File: src/hw/rtl/qrs_pkg.sv
package qrs_pkg;

  // Coefficient and result format, fixed by the payload fields
  localparam int unsigned CoefWidth = 32;
  localparam int unsigned FracBits  = 16;
  localparam int unsigned BandWidth = 32;
  localparam logic [BandWidth-1:0] BandReset = 32'd4295;

  // Derived widths
  localparam int unsigned MagWidth  = CoefWidth;            // coefficient magnitude
  localparam int unsigned ProdWidth = 2 * MagWidth;         // b*b and a*c
  localparam int unsigned SqrtWidth = CoefWidth + 1;        // root of the discriminant
  localparam int unsigned DiscWidth = 2 * SqrtWidth;        // discriminant magnitude
  localparam int unsigned NumWidth  = SqrtWidth + 1;        // -b +/- sqrt(d) magnitude
  localparam int unsigned DvdWidth  = NumWidth + FracBits;  // scaled dividend

  typedef enum logic [1:0] {
    KIND_DOUBLE  = 2'd0,
    KIND_TWO     = 2'd1,
    KIND_COMPLEX = 2'd2,
    KIND_AZERO   = 2'd3
  } qrs_kind_e;

  // Input word
  typedef struct packed {
    logic signed [CoefWidth-1:0] coef_a;
    logic signed [CoefWidth-1:0] coef_b;
    logic signed [CoefWidth-1:0] coef_c;
  } qrs_in_t;

  // Output word
  typedef struct packed {
    logic [1:0]                  root_kind;
    logic signed [CoefWidth-1:0] first_real;
    logic signed [CoefWidth-1:0] second_real;
    logic signed [CoefWidth-1:0] imag_part;
    logic                        saturated;
  } qrs_out_t;

  // Classified job without the discriminant
  typedef struct packed {
    qrs_kind_e             kind;
    logic                  a_neg;
    logic                  nb_neg;   // sign of -b
    logic [MagWidth-1:0]   a_mag;
    logic [MagWidth-1:0]   b_mag;
  } qrs_ctl_t;

  // Queue entry between front and back
  typedef struct packed {
    qrs_ctl_t              ctl;
    logic [DiscWidth-1:0]  d_mag;
  } qrs_job_t;

  // Sideband that rides along the dividers
  typedef struct packed {
    qrs_kind_e kind;
    logic      neg1;
    logic      neg2;
  } qrs_meta_t;

endpackage

File: src/hw/rtl/qrs_fifo.sv
module qrs_fifo #(
  parameter int unsigned Depth = 4
) (
  input  logic              clk_i,
  input  logic              rst_ni,
  input  logic              push_i,
  input  qrs_pkg::qrs_job_t data_i,
  input  logic              pop_i,
  output qrs_pkg::qrs_job_t data_o,
  output logic              full_o,
  output logic              empty_o
);

  localparam int unsigned AW = (Depth > 1) ? $clog2(Depth) : 1;
  localparam int unsigned CntW = $clog2(Depth + 1);

  qrs_pkg::qrs_job_t mem_q [Depth];
  logic [AW-1:0]     wr_ptr_q, rd_ptr_q;
  logic [CntW-1:0]   cnt_q, cnt_d;

  assign full_o  = (cnt_q == CntW'(Depth));
  assign empty_o = (cnt_q == '0);
  assign data_o  = mem_q[rd_ptr_q];

  // entry storage
  always_ff @(posedge clk_i) begin
    if (push_i) begin
      mem_q[wr_ptr_q] <= data_i;
    end
  end

  always_comb begin
    cnt_d = cnt_q;
    if (push_i && !pop_i) begin
      cnt_d = cnt_q + 1'b1;
    end else if (pop_i && !push_i) begin
      cnt_d = cnt_q - 1'b1;
    end
  end

  // pointers wrap at Depth
  always_ff @(posedge clk_i or negedge rst_ni) begin
    if (!rst_ni) begin
      wr_ptr_q <= '0;
      rd_ptr_q <= '0;
      cnt_q    <= '0;
    end else begin
      cnt_q <= cnt_d;
      if (push_i) begin
        wr_ptr_q <= (wr_ptr_q == AW'(Depth - 1)) ? '0 : wr_ptr_q + 1'b1;
      end
      if (pop_i) begin
        rd_ptr_q <= (rd_ptr_q == AW'(Depth - 1)) ? '0 : rd_ptr_q + 1'b1;
      end
    end
  end

endmodule

File: config.mk
export PLATFORM = sky130hd
export DESIGN_NAME = qrs_fifo
export DESIGN_NICKNAME = d
export VERILOG_FILES = /design/src/hw/rtl/qrs_pkg.sv /design/src/hw/rtl/qrs_fifo.sv
export SDC_FILE = /design/constraint.sdc
export NUM_CORES = 1
export LEC_CHECK = 0
export BUFFER_PORTS_ARGS = -buffer_cell sky130_fd_sc_hd__buf_4
export CAP_MARGIN = 0
export CORE_MARGIN = 10
export CORE_UTILIZATION = 30
export DETAILED_ROUTE_END_ITERATION = 8
export PLACE_DENSITY = 0.59
export SYNTH_ARGS = -nofsm -noshare
export SYNTH_HDL_FRONTEND = slang
export SYNTH_SLANG_ARGS = --single-unit
File: constraint.sdc
create_clock -name clk_i -period 6.6 [get_ports clk_i]
set_input_delay 0.66 -clock clk_i [delete_from_list [all_inputs] [get_ports clk_i]]
set_output_delay 0.66 -clock clk_i [all_outputs]
set_load 0.01 [all_outputs]
# Yosys cells after proc, flatten, opt, wreduce, memory -nomap -nowiden

Memories as Yosys holds them, arrays and structs flattened.
Index checks and enable logic that the tools add are counted.

Reduce and logical (&&, ||, !) cells: 6
$add $sub $neg: 4
Equality and inequality tests: 3
Muxes and demuxes: 6

Operators by type and width:

| operator                                                           | number |
|---|---|
| 3-bit two-way mux                                                  | 2 |
| 2-bit by 1-bit adder with 2-bit output, second input constant      | 2 |
| 2-bit == test, second input constant                               | 2 |
| 2-bit two-way mux                                                  | 2 |
| 3-bit by 1-bit adder with 3-bit output, second input constant      | 1 |
| 3-bit == test, second input constant                               | 1 |
| 3-bit zero test                                                    | 1 |
| 3-bit by 1-bit subtractor with 3-bit output, second input constant | 1 |
| 1-bit logical AND                                                  | 2 |
| 1-bit zero test                                                    | 2 |
| 1-bit two-way mux                                                  | 2 |
| 2-bit nonzero test                                                 | 1 |

Register bits: 7
Output and inout bits: 136
Input bits: 138
Bits in writable memories: 536
Memories: 1
Word-level logic and storage cells: 23

Memory list:

| name  | depth | width | read ports | clocked after memory_dff | write ports | line           | RTL |
|---|---|---|---|---|---|---|---|
| mem_q | 4     | 134   | 1          | 0                        | 1           | qrs_fifo.sv:17 | `qrs_pkg::qrs_job_t mem_q [Depth];` |

# Logic depth before layout (Yosys ltp)

Gate-level depths: netlist (run 1).

Word-level depth: 4
Depth in mapped cells: 7

# Worst setup path before layout (run 1)

Ideal clock, no wire load.

Path type: input to register
Start: input port push_i
End: memory mem_q[2][0] in the netlist's numbering (enable)
Slack: 2365 ps
Arrival: 3727 ps
Stages on the path: 1
Cells stage by stage: and2_1

Longest elaborated chain between the ends: 2

Ends and longest elaborated chain:

| element                                 | line           | RTL |
|---|---|---|
| start: declaration                      | qrs_fifo.sv:6  | `input logic push_i,` |
| 1-bit two-way mux                       | qrs_fifo.sv:27 | `if (push_i) begin` |
| 1-bit two-way mux (not written as such) | qrs_fifo.sv:28 | `mem_q[wr_ptr_q] <= data_i;` |
| end: declaration                        | qrs_fifo.sv:17 |  |

Every way passes these cells.

==> impl_metrics.toml, run 1 <==
[sta]
finalSetupViolCount = 0
hold_viol = 0
final_max_slew_viol_count = 0
clock_skew_ps = 9.89
period_share = 0.561
relSlewSlack = 0.328
rsz0062_at_grt = "false"
tightestPinTransition_ps = 1010
setup_tns_ps = 0
min_period_ps = 3700
max_freq_mhz = 270

[flow_run]
maxCapViolCount = 0

[synth]
synthFlopType = "edfxtp_1"
synthesis.area_um2 = 19700
avgSynthCellArea_um2 = 26.7
synth-seq-area-share = 0.826
ys_warn_count = 0
ys_types = 19
synth.area.top_cells = "edfxtp_1 82%, mux4_2 15%, dfrtp_1 0.89%, buf_2 0.41%, ha_1 0.38%"
ys_seq_elements = 543
synthSimpleGateAreaFrac = 0.00286
synth_fa_ha_area_frac = 0.00483
synthDominantCellAreaShare = 0.817
synth_most_common_cell = "edfxtp_1"
synthArstFlopShare = 0.0129
yosys.area.top_type = "edfxtp_1"
synth_edf_count = 536
synth_commonest_cells = "536 x edfxtp_1, 134 x mux4_2, 16 x buf_2"
syn_nets = 882
synthCells = 737
synth_top_family_by_area = "multiplexers"
synth_compound_area_frac = 0.000508
synthMuxAreaShare = 0.155
synth_xor_area_frac = 0.00133

[detailed_routing]
drc = 0
wl_mm = 42.8
postRouteAntennaNets = 0
vias = 8801
initialDrtViolationCount = 589
first_pass_iters = 4
avgRoutedWirePerCell_um = 21.9
via_per_inst = 4.51

[grt]
grt_overflow = 0
grt_pass1_wl_mm = 64.4
antenna_found_initial = 3
grt_pass1_vias = 9777
grt_max_degree = 71
grt_usage = 0.110

[cts]
clock_sinks = 543
clock_latency_ps = 590
clk_path_buf_depth = 3
cts_tree = "built"
cts_root_buffer = "clkbuf_16"
cts-buffers-inserted = 57
htreeDepth = 2
post_cts_resized = 0
cts.clk_slew.worst_paths_ps = 60

[finish]
drive_gt1_frac = 0.469
areaGrowthSynthToFinish_pct = 25.7
diodes = 0
fin_nets = 1197

[floorplanning]
dieArea_um2 = 76300
core_area_um2 = 64700
rows = 93
num_io_pins = 274
fp.dieW_um = 276
initial_core_util = 0.305
die_h_um = 276

[status]
status = "finished, final reports clean"

[setup_path]
endpoint_kind = "output pin"
crit_slowest_cell = "dfrtp_4"
cp_slowest_stage_delay_ps = 820
arrival_ps = 3040
cp_max_fo = 38
crit_required_ps = 5940
startpoint_type = "flop"
path_cells = "buf_4 -> mux4_2 -> buf_4"
cpMostUsedCell = "buf_4"
crit_type = "flop to output pin"

[power]
p_total_mw = 11.2
p_per_area_nw_per_um2 = 450
vdd_drop_max_mv = 0.366
leakagePower_nw = 8.32

[place]
dp_hpwl_mm = 26.1
gp_congestion = 0.677
port_buffers = 273

[worst_hold_path]
min_path_type = "input port to flop"
final timing paths:
path | startpoint | to | slack [ps] | depth (start not counted)
worst max-delay path | rd_ptr_q[0]$_DFFE_PN0P_ | data_o[59] | 2900 | 3
worst max register to register | wr_ptr_q[0]$_DFFE_PN0P_ | mem_q[2][61]$_DFFE_PP_ | 4200 | 4
min in group asynchronous | rst_ni | cnt_q[2]$_DFFE_PN0P_ | 410 | 2
worst min-delay path | data_i[125] | mem_q[3][125]$_DFFE_PP_ | 260 | 1
max in group asynchronous | rst_ni | rd_ptr_q[1]$_DFFE_PN0P_ | 6050 | 2
worst min register to register | cnt_q[2]$_DFFE_PN0P_ | cnt_q[2]$_DFFE_PN0P_ | 490 | 1
critical path, delay by kind of cell (launching register included):
family	cells	cell delay, ps
buf+inv	2	900
flops	1	820
mux	1	610
metrics by stage:
step | util | worst slack, ps | hold WS (ps) | std cells | area (um^2)
CTS | 0.383 | 2740 | 210 | 1952 | 24800
global route | 0.383 | 2610 | 225 | 1952 | 24800
detailed placement | 0.352 | 3410 | 479 | 1847 | 22800
floorplan | - | 2360 | 364 | 737 | 19700
finish | 0.383 | 2900 | 258 | 1952 | 24800
global placement | 0.352 | 3410 | 471 | 1847 | 22800
cell type report:
type	instances	area (um^2)
inverter	4	15.0
clock buffer	63	1470
multi-input combinational	160	3250
timing repair buffer	286	2160
clock inverter	41	522
fill	5860	39900
tap	855	1070
sequential	543	16300
power breakdown:
| part | switching [mW] | internal, mW |
|---|---|---|
| Clock | 1.30 | 2.07 |
| Sequential | 0.218 | 4.42 |
| Combinational | 1.57 | 1.57 |
| Total | 3.09 | 8.06 |
layer usage:
layer | wire length [um] | share of wire | vias up | global-route usage
li1 | - | - | 3827 | -
met1 | 17400 | 0.41 | 4661 | 0.137
met2 | 21500 | 0.50 | 247 | 0.182
met3 | 2990 | 0.070 | 64 | 0.0357
met4 | 942 | 0.022 | 2 | 0.0302
met5 | 12 | 0.00028 | - | 0
flip-flops by register name (all words and copies together), names as in the netlist:
signal	count
cnt_q	3
mem_q	536
rd_ptr_q	2
wr_ptr_q	2
cell families after synthesis:
group                    Yosys count
multiplexers                     137
adder cells (fa/ha/maj)            7
XOR/XNOR                           3
flip-flops                       543
AND/OR/NAND/NOR                   11
AO/OA/AOI/OAI                      2
buffers and inverters             34
cell usage in the layout (no fill, tap or decap), types with 5 or more instances in the layout:
cell type,instances
edfxtp_1,536
buf_4,284
mux4_2,134
clkbuf_16,58
clkinv_1,13
bufinv_16,12
clkinv_2,8
ha_1,6
clkbuf_1,5
dfrtp_1,5
what timing repair did:
action	CTS	global route
buffers inserted	0	0
hold endpoints to repair	7	0
hold buffers	1	0
No activity file was read; power rests on OpenSTA's default activity.
==> run 2: changes to the inputs <==
--- a/config.mk
+++ b/config.mk
@@ -10,7 +10,7 @@
 export CORE_MARGIN = 10
 export CORE_UTILIZATION = 30
 export DETAILED_ROUTE_END_ITERATION = 8
-export PLACE_DENSITY = 0.59
+export PLACE_DENSITY = 0.61
 export SYNTH_ARGS = -nofsm -noshare
 export SYNTH_HDL_FRONTEND = slang
 export SYNTH_SLANG_ARGS = --single-unit
==> constraint.sdc (replaced) <==
create_clock -name clk_i -period 3 [get_ports clk_i]
set_input_delay 0.3 -clock clk_i [delete_from_list [all_inputs] [get_ports clk_i]]
set_output_delay 0.3 -clock clk_i [all_outputs]
set_load 0.01 [all_outputs]
==> impl_metrics.toml, run 2 (synthesis results as in run 1) <==
[status]
status = "finished, final reports clean"

[sta]
max_freq_mhz = 362
tightestPinTransition_ps = 811
clock_skew_ps = 13.7
whs_ps = 80.8
hold_viol = 0
setup_tns_ps = 0
relSlewSlack = 0.460
final_max_slew_viol_count = 0
period_share = 0.921
rsz0062_at_grt = "false"
finalSetupViolCount = 0
min_period_ps = 2760

[detailed_routing]
avgRoutedWirePerCell_um = 20.4
via_per_inst = 4.44
initialDrtViolationCount = 658
first_pass_iters = 5
drc = 0
wl_mm = 43.0
vias = 9353
postRouteAntennaNets = 0

[cts]
clk_path_buf_depth = 3
cts-buffers-inserted = 56
cts_tree = "built"
htreeDepth = 2
cts.clk_slew.worst_paths_ps = 60
cts_root_buffer = "clkbuf_16"
post_cts_buffers = 0
clock_latency_ps = 580
clock_sinks = 543

[flow_run]
maxCapViolCount = 0

[finish]
final_cell_count_no_fill = 2105
drive_gt1_frac = 0.419
final_cell_mix = "536 x edfxtp_1, 292 x buf_4, 137 x dlygate4sd3_1, 134 x mux4_2, 57 x clkbuf_16"
reg.largest.list = "mem_q x536, cnt_q x3"
fin_nets = 1353
num-fill-cells = 5703
largest_reg_flops = 536
areaGrowthSynthToFinish_pct = 33.0
diodes = 0
regMostFlops = "mem_q"
fin_area_um2 = 26200
final_common_cell = "edfxtp_1"

[setup_path]
startpoint_type = "flop"
cp_max_fo = 18
crit_end = "data_o[87]"
cp-startpoint = "rd_ptr_q[0]$_DFFE_PN0P_"
crit_required_ps = 2700
rr_endpoint = "mem_q[1][33]$_DFFE_PP_"
timing.rr.start = "wr_ptr_q[1]$_DFFE_PN0P_"
endpoint_kind = "output pin"
rr_worst_depth = 4
crit_type = "flop to output pin"
r2r_setup_slack_ps = 1130
arrival_ps = 2460

[grt]
grt_usage = 0.110
grt_pass1_wl_mm = 65.5
grt_overflow = 0
grt_pass1_vias = 10400
antenna_found_initial = 4
grt_max_degree = 77

[place]
port_buffers = 273
gp_congestion = 0.710
postPlaceCellArea_um2 = 23100
placed_cells = 1868
dp_hpwl_mm = 26.9

[floorplanning]
rows = 93
core_area_um2 = 64700
dieArea_um2 = 76300
fp.dieW_um = 276
num_io_pins = 274
die_h_um = 276
initial_core_util = 0.305

[power]
vdd_drop_max_mv = 0.622
p_per_area_nw_per_um2 = 925
leakagePower_nw = 8.93

[worst_hold_path]
min_path_type = "input port to asynchronous set/reset pin"
## run 2: cell count changes in the layout (fill, tap and decap cells not counted)
cell / delta
dlygate4sd3_1: +136
buf_12: +13
clkbuf_1: +11
buf_4: +8
bufinv_16: -7
clkinv_1: -4
clkinvlp_4: -2
clkbuf_16: -1
clkinv_2: -1
clkinv_4: +1
clkinv_8: -1
## run 2: area by class of cell
cell class	count	area, um^2	share of cell area
clock inverter	27	269	0.0103
sequential	543	16300	0.621
multi-input combinational	160	3250	0.124
tap	855	1070	0.0408
inverter	4	15.0	0.000573
clock buffer	73	1490	0.0567
timing repair buffer	443	3840	0.147
## run 2: worst min-delay path by stage
stage	startpoint	to	slack, ps	cells after the start
final	rst_ni	cnt_q[2]$_DFFE_PN0P_	80	2
after global placement	rst_ni	cnt_q[2]$_DFFE_PN0P_	130	1
after CTS	rst_ni	cnt_q[2]$_DFFE_PN0P_	30	2
after global routing	rst_ni	cnt_q[2]$_DFFE_PN0P_	50	2
after detailed placement	rst_ni	cnt_q[2]$_DFFE_PN0P_	130	1
after floorplan	rst_ni	cnt_q[0]$_DFFE_PN0P_	4	0
## run 2: power by group
group | internal [mW] | switching [mW] | total, mW | leakage (nW)
Combinational | 3.84 | 3.57 | 7.41 | 3.07
Clock | 3.91 | 2.73 | 6.63 | 0.851
Sequential | 9.71 | 0.490 | 10.2 | 5.00
Total | 17.5 | 6.78 | 24.2 | 8.93
## run 2: per-stage QoR
step / utilization / worst slack, ps / total power [mW]
after CTS: 0.405 / 97.2 / 24.8
final: 0.405 / 238 / 24.2
after detailed placement: 0.357 / 745 / 17.9
after global routing: 0.405 / 54.6 / 25.5
after global placement: 0.357 / 788 / 17.8
after floorplan: - / 288 / 14.3
## run 2: critical path: stages (launching register included)
cell,delay (ps)
dfrtp_4,720
buf_4,390
mux4_2,570
buf_4,170
## run 2: routing by layer
layer | part of all wire | GRT usage | up-vias
met3 | 0.066 | 0.0340 | 71
li1 | - | - | 4145
met2 | 0.51 | 0.186 | 228
met5 | 0.0011 | 0 | -
met1 | 0.40 | 0.134 | 4901
met4 | 0.018 | 0.0286 | 8
## run 2: what timing repair did
action / in CTS / in global routing
gates resized for setup: 0 / 0
hold buffers: 137 / 0
endpoints found under the hold margin: 547 / 0
==> run 3: changes to the inputs <==
--- a/config.mk
+++ b/config.mk
@@ -5,12 +5,15 @@
 export SDC_FILE = /design/constraint.sdc
 export NUM_CORES = 1
 export LEC_CHECK = 0
+export ABC_AREA = 1
 export BUFFER_PORTS_ARGS = -buffer_cell sky130_fd_sc_hd__buf_4
 export CAP_MARGIN = 0
+export CELL_PAD_IN_SITES_DETAIL_PLACEMENT = 0
+export CELL_PAD_IN_SITES_GLOBAL_PLACEMENT = 1
 export CORE_MARGIN = 10
 export CORE_UTILIZATION = 30
 export DETAILED_ROUTE_END_ITERATION = 8
-export PLACE_DENSITY = 0.61
+export PLACE_DENSITY = 0.68
 export SYNTH_ARGS = -nofsm -noshare
 export SYNTH_HDL_FRONTEND = slang
 export SYNTH_SLANG_ARGS = --single-unit
==> impl_metrics.toml, run 3 <==
[sta]
tightestPinTransition_ps = 803
rsz0062_at_grt = "false"
setup_tns_ps = 0
max_freq_mhz = 371
setup_ws_ps = 305
relSlewSlack = 0.464
clock_skew_ps = 18.4
min_period_ps = 2690
period_share = 0.898
final_max_slew_viol_count = 0
finalSetupViolCount = 0
hold_viol = 0

[synth]
synth-seq-area-share = 0.745
synth_commonest_cells = "536 x edfxtp_1, 417 x nand2_1, 279 x inv_1"
synthCells = 1615
synthArstFlopShare = 0.0129
synthDominantCellAreaShare = 0.737
ys_seq_elements = 543
avgSynthCellArea_um2 = 13.5
syn_nets = 1760
synth_edf_count = 536
ys_warn_count = 0
synth.area.top_cells = "edfxtp_1 74%, o211ai_1 8.9%, nand2_1 7.2%, inv_1 4.8%, buf_6 2.2%"
synthesis.area_um2 = 21800
yosys.area.top_type = "edfxtp_1"
synth_most_common_cell = "edfxtp_1"
synthFlopType = "edfxtp_1"
ys_types = 21

[detailed_routing]
vias = 13200
first_pass_iters = 4
via_per_inst = 4.37
avgRoutedWirePerCell_um = 16.5
wl_mm = 49.9
drc = 0
postRouteAntennaNets = 0
initialDrtViolationCount = 618

[power]
intPower_mw = 17.1
clockPowerShare = 0.271
p_per_area_nw_per_um2 = 909
comb_power_share = 0.336
leakagePower_nw = 11.1
vdd_drop_max_mv = 0.648
power_frac_seq = 0.393
p_total_mw = 25.5
swShare = 0.330
power.net_switching_mw = 8.39

[cts]
htreeDepth = 2
clock_latency_ps = 600
cts_root_buffer = "clkbuf_16"
cts-buffers-inserted = 59
cts_tree = "built"
clock_sinks = 543
post_cts_resized = 0
clk_path_buf_depth = 3
cts.clk_slew.worst_paths_ps = 60

[setup_path]
timing.rr.start = "wr_ptr_q[0]$_DFFE_PN0P_"
crit_type = "flop to output pin"
r2r_setup_slack_ps = 850
crit_end = "data_o[39]"
rr_endpoint = "mem_q[3][45]$_DFFE_PP_"
crit_required_ps = 2700
startpoint_type = "flop"
arrival_ps = 2390
cp_max_fo = 83
rr_worst_depth = 5
cp-startpoint = "rd_ptr_q[0]$_DFFE_PN0P_"
endpoint_kind = "output pin"

[place]
gp_congestion = 0.730
port_buffers = 273
dpl_worst_slack_ps = 831
dp_hpwl_mm = 30.0

[floorplanning]
dieArea_um2 = 84000
fp.dieW_um = 290
num_io_pins = 274
rows = 98
core_area_um2 = 71900
die_h_um = 290
initial_core_util = 0.304

[finish]
post-route-util = 0.390
areaGrowthSynthToFinish_pct = 28.4
final_cell_mix = "536 x edfxtp_1, 413 x nand2_1, 289 x buf_4, 274 x inv_1, 259 x o211ai_1"
regMostFlops = "mem_q"
drive_gt1_frac = 0.196
largest_reg_flops = 536
fin_nets = 2173
final_common_cell = "edfxtp_1"
reg.largest.list = "mem_q x536, cnt_q x3"

[grt]
grt_usage = 0.116
grt_pass1_wl_mm = 76.5
grt_pass1_vias = 13600
grt_overflow = 0
antenna_found_initial = 3
grt_max_degree = 136

[flow_run]
maxCapViolCount = 0

[worst_hold_path]
min_path_type = "input port to asynchronous set/reset pin"

[status]
status = "finished, final reports clean"
==> run 3: cell type report <==
type                    instances  area, um^2
flip-flops and latches        543       16300
clock inverters                35         317
clock buffers                  71        1540
repair buffers                440        3820
inverters                     281        1080
fillers                      6713       43800
multi-input cells             703        3790
well taps                     950        1190
diodes                          3        7.51
==> run 3: layer usage <==
| layer | wire (um) | part of all wire | GRT usage |
|---|---|---|---|
| met5 | 11 | 0.00022 | 0 |
| met2 | 24700 | 0.50 | 0.202 |
| met3 | 3070 | 0.062 | 0.0295 |
| met4 | 915 | 0.018 | 0.0321 |
| met1 | 21200 | 0.42 | 0.141 |
==> run 3: cells by family after synthesis <==
group           synth area share
fa+ha+maj                0.00436
flops                      0.745
xor+xnor                0.000401
compound gates            0.0951
simple gates              0.0730
buf+inv                   0.0819
==> run 3: what timing repair did <==
item	in CTS	in global routing
buffers inserted	0	0
hold buffers	137	0
endpoints found under the setup margin	0	0
hold endpoints to repair	547	0
==> run 3: worst min path at each step <==
stage	start	endpoint	depth (start not counted)
after detailed placement	rst_ni	cnt_q[0]$_DFFE_PN0P_	1
after CTS	rst_ni	rd_ptr_q[0]$_DFFE_PN0P_	2
after floorplan	rst_ni	cnt_q[0]$_DFFE_PN0P_	0
after global placement	rst_ni	cnt_q[0]$_DFFE_PN0P_	1
final	rst_ni	rd_ptr_q[0]$_DFFE_PN0P_	2
after global routing	rst_ni	rd_ptr_q[0]$_DFFE_PN0P_	2
==> run 3: power groups by stage <==
stage / Sequential, mW / Clock, mW / Combinational, mW
5_1_grt: 10.1 / 7.40 / 9.52
3_5_place_dp: 10.2 / 0 / 8.67
4_1_cts: 10.0 / 7.13 / 8.86
6_report: 10.0 / 6.90 / 8.57
3_3_place_gp: 10.1 / 0 / 8.56
2_1_floorplan: 10.2 / 0 / 5.02
==> run 3: worst max-delay path, stage by stage (launching register included) <==
cell and delay (ps):
dfrtp_1 450, inv_8 430, buf_12 370, nand2_1 100
o211ai_1 90, nand2_1 130, buf_4 170
==> run 3: stage by stage <==
stage	hold WS, ps	instance area, um^2	instances
floorplan	4.41	21900	1615
CTS	14.3	28000	3023
global route	46.0	28000	3025
finish	65.0	28000	3026
detailed placement	120	24800	2780
global placement	118	24800	2780
